--- config.mk ---
export PLATFORM = sky130hd
export DESIGN_NAME = sigmoid_kernel_dot_tanh
export DESIGN_NICKNAME = d
export VERILOG_FILES = /design/src/rtl/skdt_pkg.sv /design/src/rtl/skdt_ctrl.sv /design/src/rtl/skdt_dp.sv /design/src/rtl/sigmoid_kernel_dot_tanh.sv
export SDC_FILE = /design/constraint.sdc
export NUM_CORES = 2
export LEC_CHECK = 0
export ABC_AREA = 0
export BUFFER_PORTS_ARGS = -buffer_cell sky130_fd_sc_hd__buf_4
export CAP_MARGIN = 20
export CORE_ASPECT_RATIO = 0.6
export CORE_MARGIN = 2
export CORE_UTILIZATION = 57
export DETAILED_ROUTE_END_ITERATION = 7
export PLACE_DENSITY = 0.73
export SLEW_MARGIN = 5
export SYNTH_ARGS = -nofsm -noshare
export SYNTH_HDL_FRONTEND = slang
export SYNTH_SLANG_ARGS = --single-unit
--- constraint.sdc ---
create_clock -name clk -period 10.2 [get_ports clk]
set_input_delay 1.02 -clock clk [delete_from_list [all_inputs] [get_ports clk]]
set_output_delay 1.02 -clock clk [all_outputs]
set_load 0.1 [all_outputs]
--- src/rtl/skdt_pkg.sv ---
// ----------------------------------------------------------------------------
// skdt_pkg - shared types and constants of the sigmoid (tanh) kernel
// Field widths, register indexes, datapath operations and the exp factor table.
// ----------------------------------------------------------------------------
package skdt_pkg;

	// field widths
	localparam int ElemW     = 16;
	localparam int ResultW   = 16;
	localparam int CfgW      = 32;
	localparam int CfgIndexW = 1;
	localparam int AccW      = 48;
	localparam int ProdW     = 32;

	// stream word widths
	localparam int InDataW  = 2 * ElemW;
	localparam int OutDataW = ResultW;

	// configuration register indexes
	localparam logic [CfgIndexW-1:0] REG_GAIN   = 1'd0;
	localparam logic [CfgIndexW-1:0] REG_OFFSET = 1'd1;

	// register reset values
	localparam logic [CfgW-1:0] GAIN_RESET   = 32'd65536;
	localparam logic [CfgW-1:0] OFFSET_RESET = 32'd0;

	// iteration counts of the tanh engine
	localparam int StepW     = 5;
	localparam int ExpSteps  = 21;
	localparam int DivSteps  = 16;
	localparam logic [StepW-1:0] EXP_LAST = StepW'(ExpSteps - 1);
	localparam logic [StepW-1:0] DIV_LAST = StepW'(DivSteps - 1);

	// datapath operations issued by the controller
	typedef enum logic [3:0] {
		OP_NONE     = 4'd0,
		OP_ABS      = 4'd1,
		OP_MUL_LO   = 4'd2,
		OP_MUL_HI   = 4'd3,
		OP_SCALE    = 4'd4,
		OP_OFFS     = 4'd5,
		OP_CLAMP    = 4'd6,
		OP_EXP_MUL  = 4'd7,
		OP_EXP_UPD  = 4'd8,
		OP_DIV_INIT = 4'd9,
		OP_DIV_STEP = 4'd10,
		OP_LOAD     = 4'd11
	} op_t;

	// command from controller to datapath
	typedef struct packed {
		logic             take;
		op_t              op;
		logic [StepW-1:0] step;
	} cmd_t;

	// exp(-2^(k-16)) in Q.24
	function automatic logic [23:0] exp_factor(input logic [StepW-1:0] k);
		logic [23:0] f;
		case (k)
			5'd0:    f = 24'd16776960;
			5'd1:    f = 24'd16776704;
			5'd2:    f = 24'd16776192;
			5'd3:    f = 24'd16775168;
			5'd4:    f = 24'd16773120;
			5'd5:    f = 24'd16769026;
			5'd6:    f = 24'd16760840;
			5'd7:    f = 24'd16744480;
			5'd8:    f = 24'd16711808;
			5'd9:    f = 24'd16646655;
			5'd10:   f = 24'd16517109;
			5'd11:   f = 24'd16261035;
			5'd12:   f = 24'd15760736;
			5'd13:   f = 24'd14805841;
			5'd14:   f = 24'd13066109;
			5'd15:   f = 24'd10175896;
			5'd16:   f = 24'd6171993;
			5'd17:   f = 24'd2270549;
			5'd18:   f = 24'd307285;
			5'd19:   f = 24'd5628;
			5'd20:   f = 24'd2;
			default: f = 24'd0;
		endcase
		return f;
	endfunction

endpackage

--- src/rtl/skdt_ctrl.sv ---
// ----------------------------------------------------------------------------
// skdt_ctrl - sequencer of the sigmoid (tanh) kernel
// Accepts element pairs, then steps the datapath through scaling, exp and divide.
// ----------------------------------------------------------------------------
module skdt_ctrl (
	input  logic          clk,
	input  logic          arst_n,
	input  logic          s_tvalid,
	output logic          s_tready,
	input  logic          s_tlast,
	output logic          m_tvalid,
	input  logic          m_tready,
	output skdt_pkg::cmd_t cmd
);
	import skdt_pkg::*;

	typedef enum logic [12:0] {
		S_IDLE     = 13'b0000000000001,
		S_DRAIN    = 13'b0000000000010,
		S_ABS      = 13'b0000000000100,
		S_MUL_LO   = 13'b0000000001000,
		S_MUL_HI   = 13'b0000000010000,
		S_SCALE    = 13'b0000000100000,
		S_OFFS     = 13'b0000001000000,
		S_CLAMP    = 13'b0000010000000,
		S_EXP_MUL  = 13'b0000100000000,
		S_EXP_UPD  = 13'b0001000000000,
		S_DIV_INIT = 13'b0010000000000,
		S_DIV      = 13'b0100000000000,
		S_OUT      = 13'b1000000000000
	} state_t;

	state_t           state_q, state_d;
	logic [StepW-1:0] step_q, step_d;
	logic             out_valid_q;
	logic             take;
	logic             load;

	// request handshake
	assign s_tready = (state_q == S_IDLE);
	assign take     = s_tvalid & s_tready;
	assign load     = (state_q == S_OUT) & (~out_valid_q | m_tready);
	assign m_tvalid = out_valid_q;

	// next state and step counter
	always_comb begin
		state_d = state_q;
		step_d  = step_q;
		case (state_q)
			S_IDLE:     if (take && s_tlast) state_d = S_DRAIN;
			S_DRAIN:    state_d = S_ABS;
			S_ABS:      state_d = S_MUL_LO;
			S_MUL_LO:   state_d = S_MUL_HI;
			S_MUL_HI:   state_d = S_SCALE;
			S_SCALE:    state_d = S_OFFS;
			S_OFFS:     state_d = S_CLAMP;
			S_CLAMP: begin
				state_d = S_EXP_MUL;
				step_d  = '0;
			end
			S_EXP_MUL:  state_d = S_EXP_UPD;
			S_EXP_UPD: begin
				if (step_q == EXP_LAST) begin
					state_d = S_DIV_INIT;
					step_d  = '0;
				end else begin
					state_d = S_EXP_MUL;
					step_d  = step_q + 1'b1;
				end
			end
			S_DIV_INIT: state_d = S_DIV;
			S_DIV: begin
				if (step_q == DIV_LAST) begin
					state_d = S_OUT;
				end else begin
					step_d = step_q + 1'b1;
				end
			end
			S_OUT:      if (load) state_d = S_IDLE;
			default:    state_d = S_IDLE;
		endcase
	end

	// command decode
	always_comb begin
		cmd.take = take;
		cmd.step = step_q;
		case (state_q)
			S_ABS:      cmd.op = OP_ABS;
			S_MUL_LO:   cmd.op = OP_MUL_LO;
			S_MUL_HI:   cmd.op = OP_MUL_HI;
			S_SCALE:    cmd.op = OP_SCALE;
			S_OFFS:     cmd.op = OP_OFFS;
			S_CLAMP:    cmd.op = OP_CLAMP;
			S_EXP_MUL:  cmd.op = OP_EXP_MUL;
			S_EXP_UPD:  cmd.op = OP_EXP_UPD;
			S_DIV_INIT: cmd.op = OP_DIV_INIT;
			S_DIV:      cmd.op = OP_DIV_STEP;
			S_OUT:      cmd.op = load ? OP_LOAD : OP_NONE;
			default:    cmd.op = OP_NONE;
		endcase
	end

	// state registers
	always_ff @(posedge clk or negedge arst_n) begin
		if (!arst_n) begin
			state_q     <= S_IDLE;
			step_q      <= '0;
			out_valid_q <= 1'b0;
		end else begin
			state_q <= state_d;
			step_q  <= step_d;
			if (load) begin
				out_valid_q <= 1'b1;
			end else if (m_tready) begin
				out_valid_q <= 1'b0;
			end
		end
	end

endmodule

--- src/rtl/skdt_dp.sv ---
// ----------------------------------------------------------------------------
// skdt_dp - datapath of the sigmoid (tanh) kernel
// Multiply-accumulate, gain scaling on a shared multiplier, exp product, divider.
// ----------------------------------------------------------------------------
module skdt_dp (
	input  logic                            clk,
	input  logic                            arst_n,
	input  skdt_pkg::cmd_t                  cmd,
	input  logic [skdt_pkg::ElemW-1:0]      elem_a,
	input  logic [skdt_pkg::ElemW-1:0]      elem_b,
	input  logic                            last,
	input  logic                            cfg_wen,
	input  logic [skdt_pkg::CfgIndexW-1:0]  cfg_index,
	input  logic [skdt_pkg::CfgW-1:0]       cfg_wdata,
	output logic [skdt_pkg::ResultW-1:0]    kernel_value
);
	import skdt_pkg::*;

	// configuration
	logic signed [CfgW-1:0] gain_q, offset_q;

	// multiply-accumulate pipeline
	logic signed [ProdW-1:0] prod_mul;
	logic signed [ProdW-1:0] prod_s1;
	logic                    vld_s1, last_s1;
	logic signed [AccW:0]    acc_sum;
	logic signed [AccW-1:0]  acc_sat;
	logic signed [AccW-1:0]  acc_q, dot_q;

	// scaling
	logic [AccW-1:0]  am_q;
	logic [CfgW-1:0]  gm_q;
	logic             neg_q;
	logic [31:0]      mul_a, mul_b;
	logic [63:0]      mul_p;
	logic [63:0]      prod_q, plo_q;
	logic [55:0]      mag_full;
	logic [40:0]      mag_q;
	logic signed [42:0] smag, arg_q;
	logic signed [20:0] x_clamp;
	logic [19:0]      absx;

	// tanh engine
	logic             xneg_q;
	logic [20:0]      y_q;
	logic [24:0]      e_q;
	logic [48:0]      e_rnd;
	logic [25:0]      den_init;
	logic [39:0]      dvd_init;
	logic [25:0]      den_q, rem_q;
	logic [15:0]      quo_q;
	logic [26:0]      trial;
	logic             trial_ge;
	logic [15:0]      q_sat;
	logic [ResultW-1:0] out_q;

	// element product
	assign prod_mul = $signed(elem_a) * $signed(elem_b);

	// saturating accumulate
	assign acc_sum = {acc_q[AccW-1], acc_q} + (AccW+1)'(prod_s1);
	always_comb begin
		if (acc_sum[AccW] != acc_sum[AccW-1]) begin
			acc_sat = acc_sum[AccW] ? {1'b1, {(AccW-1){1'b0}}} : {1'b0, {(AccW-1){1'b1}}};
		end else begin
			acc_sat = acc_sum[AccW-1:0];
		end
	end

	// shared multiplier operand select
	always_comb begin
		case (cmd.op)
			OP_MUL_LO: begin
				mul_a = am_q[31:0];
				mul_b = gm_q;
			end
			OP_MUL_HI: begin
				mul_a = {16'd0, am_q[AccW-1:32]};
				mul_b = gm_q;
			end
			OP_EXP_MUL: begin
				mul_a = {7'd0, e_q};
				mul_b = {8'd0, exp_factor(cmd.step)};
			end
			default: begin
				mul_a = '0;
				mul_b = '0;
			end
		endcase
	end
	assign mul_p = mul_a * mul_b;

	// rounded Q.16 magnitude of gain times dot
	assign mag_full = {prod_q[47:0], 8'd0} + 56'(plo_q[63:24]) + 56'(plo_q[23]);

	// signed magnitude
	assign smag = neg_q ? -$signed({2'b00, mag_q}) : $signed({2'b00, mag_q});

	// clamp to plus or minus eight
	always_comb begin
		if (arg_q > 43'sd524288) begin
			x_clamp = 21'sd524288;
		end else if (arg_q < -43'sd524288) begin
			x_clamp = -21'sd524288;
		end else begin
			x_clamp = arg_q[20:0];
		end
	end
	assign absx = x_clamp[20] ? 20'(-x_clamp) : x_clamp[19:0];

	// exp step rounding
	assign e_rnd = prod_q[48:0] + 49'(24'h800000);

	// divider set-up: (num + den/2) / den
	assign den_init = 26'(25'h1000000) + 26'(e_q);
	assign dvd_init = {(25'h1000000 - e_q), 15'd0} + 40'(den_init[25:1]);

	// restoring divide step
	assign trial    = {rem_q, quo_q[15]};
	assign trial_ge = (trial >= {1'b0, den_q});

	// output saturation
	assign q_sat = (quo_q > 16'd32767) ? 16'd32767 : quo_q;

	// configuration registers
	always_ff @(posedge clk or negedge arst_n) begin
		if (!arst_n) begin
			gain_q   <= GAIN_RESET;
			offset_q <= OFFSET_RESET;
		end else if (cfg_wen) begin
			case (cfg_index)
				REG_GAIN:   gain_q   <= cfg_wdata;
				REG_OFFSET: offset_q <= cfg_wdata;
				default:    ;
			endcase
		end
	end

	// accumulator control state
	always_ff @(posedge clk or negedge arst_n) begin
		if (!arst_n) begin
			vld_s1 <= 1'b0;
			acc_q  <= '0;
		end else begin
			vld_s1 <= cmd.take;
			if (vld_s1) begin
				acc_q <= last_s1 ? '0 : acc_sat;
			end
		end
	end

	// payload registers
	always_ff @(posedge clk) begin
		if (cmd.take) begin
			prod_s1 <= prod_mul;
			last_s1 <= last;
		end
		if (vld_s1 && last_s1) begin
			dot_q <= acc_sat;
		end
		case (cmd.op)
			OP_ABS: begin
				am_q  <= dot_q[AccW-1] ? AccW'(-dot_q) : dot_q;
				gm_q  <= gain_q[CfgW-1] ? CfgW'(-gain_q) : gain_q;
				neg_q <= dot_q[AccW-1] ^ gain_q[CfgW-1];
			end
			OP_MUL_LO: prod_q <= mul_p;
			OP_MUL_HI: begin
				plo_q  <= prod_q;
				prod_q <= mul_p;
			end
			OP_SCALE: mag_q <= (mag_full > 56'h100_0000_0000) ? 41'h100_0000_0000
			                                                   : mag_full[40:0];
			OP_OFFS: arg_q <= smag + 43'(offset_q);
			OP_CLAMP: begin
				xneg_q <= arg_q[42];
				y_q    <= {absx, 1'b0};
				e_q    <= 25'h1000000;
			end
			OP_EXP_MUL: prod_q <= mul_p;
			OP_EXP_UPD: if (y_q[cmd.step]) e_q <= e_rnd[48:24];
			OP_DIV_INIT: begin
				den_q <= den_init;
				rem_q <= 26'(dvd_init[39:16]);
				quo_q <= dvd_init[15:0];
			end
			OP_DIV_STEP: begin
				rem_q <= trial_ge ? 26'(trial - {1'b0, den_q}) : trial[25:0];
				quo_q <= {quo_q[14:0], trial_ge};
			end
			OP_LOAD: out_q <= xneg_q ? 16'(-q_sat) : q_sat;
			default: ;
		endcase
	end

	assign kernel_value = out_q;

endmodule

--- src/rtl/sigmoid_kernel_dot_tanh.sv ---
// ----------------------------------------------------------------------------
// sigmoid_kernel_dot_tanh - tanh kernel on a streamed dot product
// Accumulates products of element pairs, then gives tanh(gain * dot + offset).
// ----------------------------------------------------------------------------
//  channel   direction  handshake          payload
//  s_*       in         s_tvalid/s_tready  s_tdata: elem_a, elem_b; s_tlast: last
//  m_*       out        m_tvalid/m_tready  m_tdata: kernel_value (Q1.15)
//  cfg_*     in         cfg_wen            cfg_index 0 gain, 1 offset; cfg_wdata
//
//  a pair that is not last is taken while idle; pairs stream back to back
//  after the last pair no pair is taken during scaling, a 21-step exp product on the
//  shared 32x32 multiplier (a multiply and an update state a step) and a 16-step restoring divide
//  a finished result waits in the output register; new pairs are taken meanwhile
//  reset clears the accumulator and loads gain 1.0 and offset 0
// ----------------------------------------------------------------------------
module sigmoid_kernel_dot_tanh (
	input  logic                              clk,
	input  logic                              arst_n,
	input  logic                              s_tvalid,
	output logic                              s_tready,
	input  logic [skdt_pkg::InDataW-1:0]      s_tdata,   // elem_a [15:0], elem_b [31:16]
	input  logic                              s_tlast,
	output logic                              m_tvalid,
	input  logic                              m_tready,
	output logic [skdt_pkg::OutDataW-1:0]     m_tdata,   // kernel_value [15:0]
	input  logic                              cfg_wen,
	input  logic [skdt_pkg::CfgIndexW-1:0]    cfg_index,
	input  logic [skdt_pkg::CfgW-1:0]         cfg_wdata
);
	import skdt_pkg::*;

	cmd_t cmd;

	// sequencer
	skdt_ctrl u_ctrl (
		.clk      (clk),
		.arst_n   (arst_n),
		.s_tvalid (s_tvalid),
		.s_tready (s_tready),
		.s_tlast  (s_tlast),
		.m_tvalid (m_tvalid),
		.m_tready (m_tready),
		.cmd      (cmd)
	);

	// arithmetic
	skdt_dp u_dp (
		.clk          (clk),
		.arst_n       (arst_n),
		.cmd          (cmd),
		.elem_a       (s_tdata[ElemW-1:0]),
		.elem_b       (s_tdata[2*ElemW-1:ElemW]),
		.last         (s_tlast),
		.cfg_wen      (cfg_wen),
		.cfg_index    (cfg_index),
		.cfg_wdata    (cfg_wdata),
		.kernel_value (m_tdata)
	);

endmodule

==> run summary <==
CP peak stage delay: 0.65 ns
Initial Util: 57.4%
Slew @ Worst Pin: 1.06 ns
Fin. max-slew vios: 0
Area contributors post-synth: fa_1 (30%), edfxtp_1 (18%), ha_1 (8.4%)
Crit path launch type: flop
TritonCTS buffer count: 57
Global-route wire length before repair: 424 mm
Die span in x: 483 um
Leakage power: 39.2 nW
CTS root buffer: clkbuf_16
Critical Path RT: 10.62 ns
Synth top area share: 29.7%
Register area: 17800 um2
CTS Sinks: 613
Fillcell total: 11200
Status: completed
Post-Syn Area: 78300 um2
Placement Cell Area: 83300 um2
Gate power share: 59.6%
Maxcap violations: 0
Highest-delay cell along the critical path: fa_1
Final Cell Area: 86000 um2
Area delta synth->final: 9.83%
Cell variety after synth: 97
Ys Warns: 0
Post-route insts no fill: 10300
Drt via density: 6.19
Iteration-0 DRC Markers: 8241
Post-synth EDFFs: 481
Share of power burned in registers: 24.9%
Worst Hold Class: in2async
Clock Latency Late Sink: 0.70 ns
DPL Wire Length: 238 mm
Endpoints failing setup: 0
Synth Flop Type: edfxtp_1
Delay-heaviest family, CP: adder cells
PortBufs: 88
Asr flop ratio synth: 21.5%
Clock-pin slew on the worst setup and hold paths: 0.08 ns
Routed wire length: 289 mm
Drt wl/cell: 28.1 um
Area of the multi-input gates: 54700 um2
Largest net degree at the start of global routing: 84
CTS max path bufs: 3
Critical Path AT: 10.44 ns
Power density of the placed cells: 180 nW/um2
Via count: 63800
Cell-internal power: 8.67 mW
Hold Buf Count CTS: 0
Endpoints failing hold: 0
Crit path kind: reg2reg
Clock Power Share: 15.6%
Fin crit share: 98.3%
Router iterations before antenna repair: 6
Register area share after synthesis: 22.7%
Hold WS: 0.288 ns
Crit-path max FO: 7
Die area: 140000 um2
Nets: 10200
Mean Syn Cell Area: 9.49 um2
Minimum clock period: 10.02 ns
Syn Inst Count: 8251
Cell taking the most area after synthesis: fa_1
Seq cells post-synth: 613
Share of cells above drive strength 1: 9.70%
Critical path's most frequent cell: fa_1
Placed cell count: 10200
Reg2reg start: u_ctrl.state_q[10]
Total GRT Usage: 41.4%
Slew margin rel.: 28.9%
Switching pwr: 6.85 mW
Grt ovf: 0
H-tree depth: 2
Critical path startpoint: u_ctrl.state_q[10]
Die height: 291 um
Rows: 105
Worst Setup End Kind: flop
Final Util: 63.0%
Achievable Freq: 99.8 MHz
Setup Skew: 0.0616 ns
Antenna viol nets, final: 0
Synthesized Nets: 10000
VDD IR max: 1030 uV
Ports: 89
Switching part of the total power: 44.1%
Number of global-route vias before repair: 63000
TritonCTS clock tree: done
DRC Markers: 0
Core area: 137000 um2
GPL Wtd Cong: 1.09
Worst path bufs/invs: 6
Initial antenna violation count: 25
-- logic make-up (layout without fill, tap and decap cells) --
group	count (synthesis)	count (layout)	share of synthesized area [%]
compound gates	1188	1188	10.0
xor+xnor	408	408	4.56
simple gates	2568	2568	14.9
buf+inv	1663	1886	8.01
mux	102	102	1.49
flops	613	613	22.7
fa+ha+maj	1709	1709	38.4
other cells	0	3	0
-- area by class of cell --
cell class	instances	area share (%)
multi-input combinational	5975	63.6
sequential	613	20.6
inverter	1285	5.61
timing repair buffer	494	5.12
tap	1819	2.65
clock buffer	70	1.81
clock inverter	37	0.585
antenna	3	0.00873
-- power groups by stage --
stage	Sequential, mW	Combinational (mW)	Clock (mW)
2_1_floorplan	3.74	6.81	0
3_3_place_gp	3.88	8.66	0
3_5_place_dp	3.89	8.98	0
4_1_cts	3.84	9.08	2.42
5_1_grt	3.88	10.3	2.51
6_report	3.86	9.24	2.41
-- stage by stage --
step,power (mW),setup slack (ns),setup TNS [ns]
detailed placement,12.9,-0.105,-0.197
CTS,15.3,0.00110,0
finish,15.5,0.178,0
global route,16.7,-0.101,-0.269
global placement,12.5,0.0151,0
floorplan,10.5,0.0202,0
-- registers in the layout, indices dropped and copies added (netlist names), 5 cells and up --
register and count:
u_ctrl.state_q 13, u_dp.quo_q 16, u_dp.gm_q 32, u_dp.acc_q 48, u_dp.kernel_value 16, u_dp.dot_q 48
u_dp.rem_q 26, u_dp.am_q 48, u_dp.gain_q 32, u_dp.e_q 25, u_dp.y_q 20, u_dp.arg_q 43
u_ctrl.step_q 5, u_dp.plo_q 41, u_dp.offset_q 32, u_dp.prod_q 64, u_dp.den_q 26, u_dp.mag_q 41
u_dp.prod_s1 32
-- cells in the mapped netlist (68+ instances only) --
master and count:
inv_1 1284, fa_1 1162, nand2_1 936, nor2_1 841, ha_1 527, edfxtp_1 481
clkbuf_1 346, xnor2_1 317, a21oi_1 272, o21ai_0 258, a21o_1 154, and2_1 140
dfrtp_1 130, nand3_1 93, nor3_1 92, xor2_1 91, nand2b_1 68
-- timing repair --
item,CTS,global route
setup endpoints to repair,5,21
resized for setup,8,89
pin swaps,4,34
buffers inserted,2,17
gates cloned,0,4
-- routing by layer --
| layer | part of all wire (%) | track usage, % | up-vias |
|---|---|---|---|
| li1 | - | - | 27200 |
| met1 | 44 | 64.5 | 32100 |
| met2 | 38 | 53.7 | 3994 |
| met3 | 16 | 17.1 | 411 |
| met4 | 2.2 | 7.52 | 26 |
| met5 | 0.061 | 0 | - |
-- path summary, 6_finish.rpt --
kind	depth (start not counted)	slack (ns)	end
setup / recovery	33	0.18	u_dp.prod_q[56]
hold / removal	1	0.29	u_dp.acc_q[7]
setup reg to reg	33	0.18	u_dp.prod_q[56]
hold reg to reg	0	0.46	u_dp.plo_q[50]
max in group asynchronous	3	8.71	u_dp.gain_q[16]
min in group clk	0	0.46	u_dp.plo_q[50]
-- cells in the final DEF, fill, tap and decap left out, types with 28 or more instances in the layout --
master / instances
a211oi_1: 33
buf_4: 436
clkbuf_16: 63
nor2_1: 819
and2_1: 129
a31oi_1: 28
buf_12: 41
inv_1: 1282
o21ai_0: 257
nor2b_1: 41
o2bb2ai_1: 45
nand3_1: 92
mux2i_1: 33
a21o_1: 154
xnor2_1: 317
nor4_1: 29
a21oi_1: 269
o21bai_1: 28
xor2_1: 91
mux2_2: 64
o21a_1: 45
and3_1: 60
a22oi_1: 31
o31ai_1: 55
or3_1: 48
nand4_1: 66
nand2b_1: 68
nand2_1: 935
nor3_1: 91
ha_1: 526
edfxtp_1: 481
fa_1: 1155
dfrtp_1: 129
Note: power is estimated with default switching activity, not from simulation.
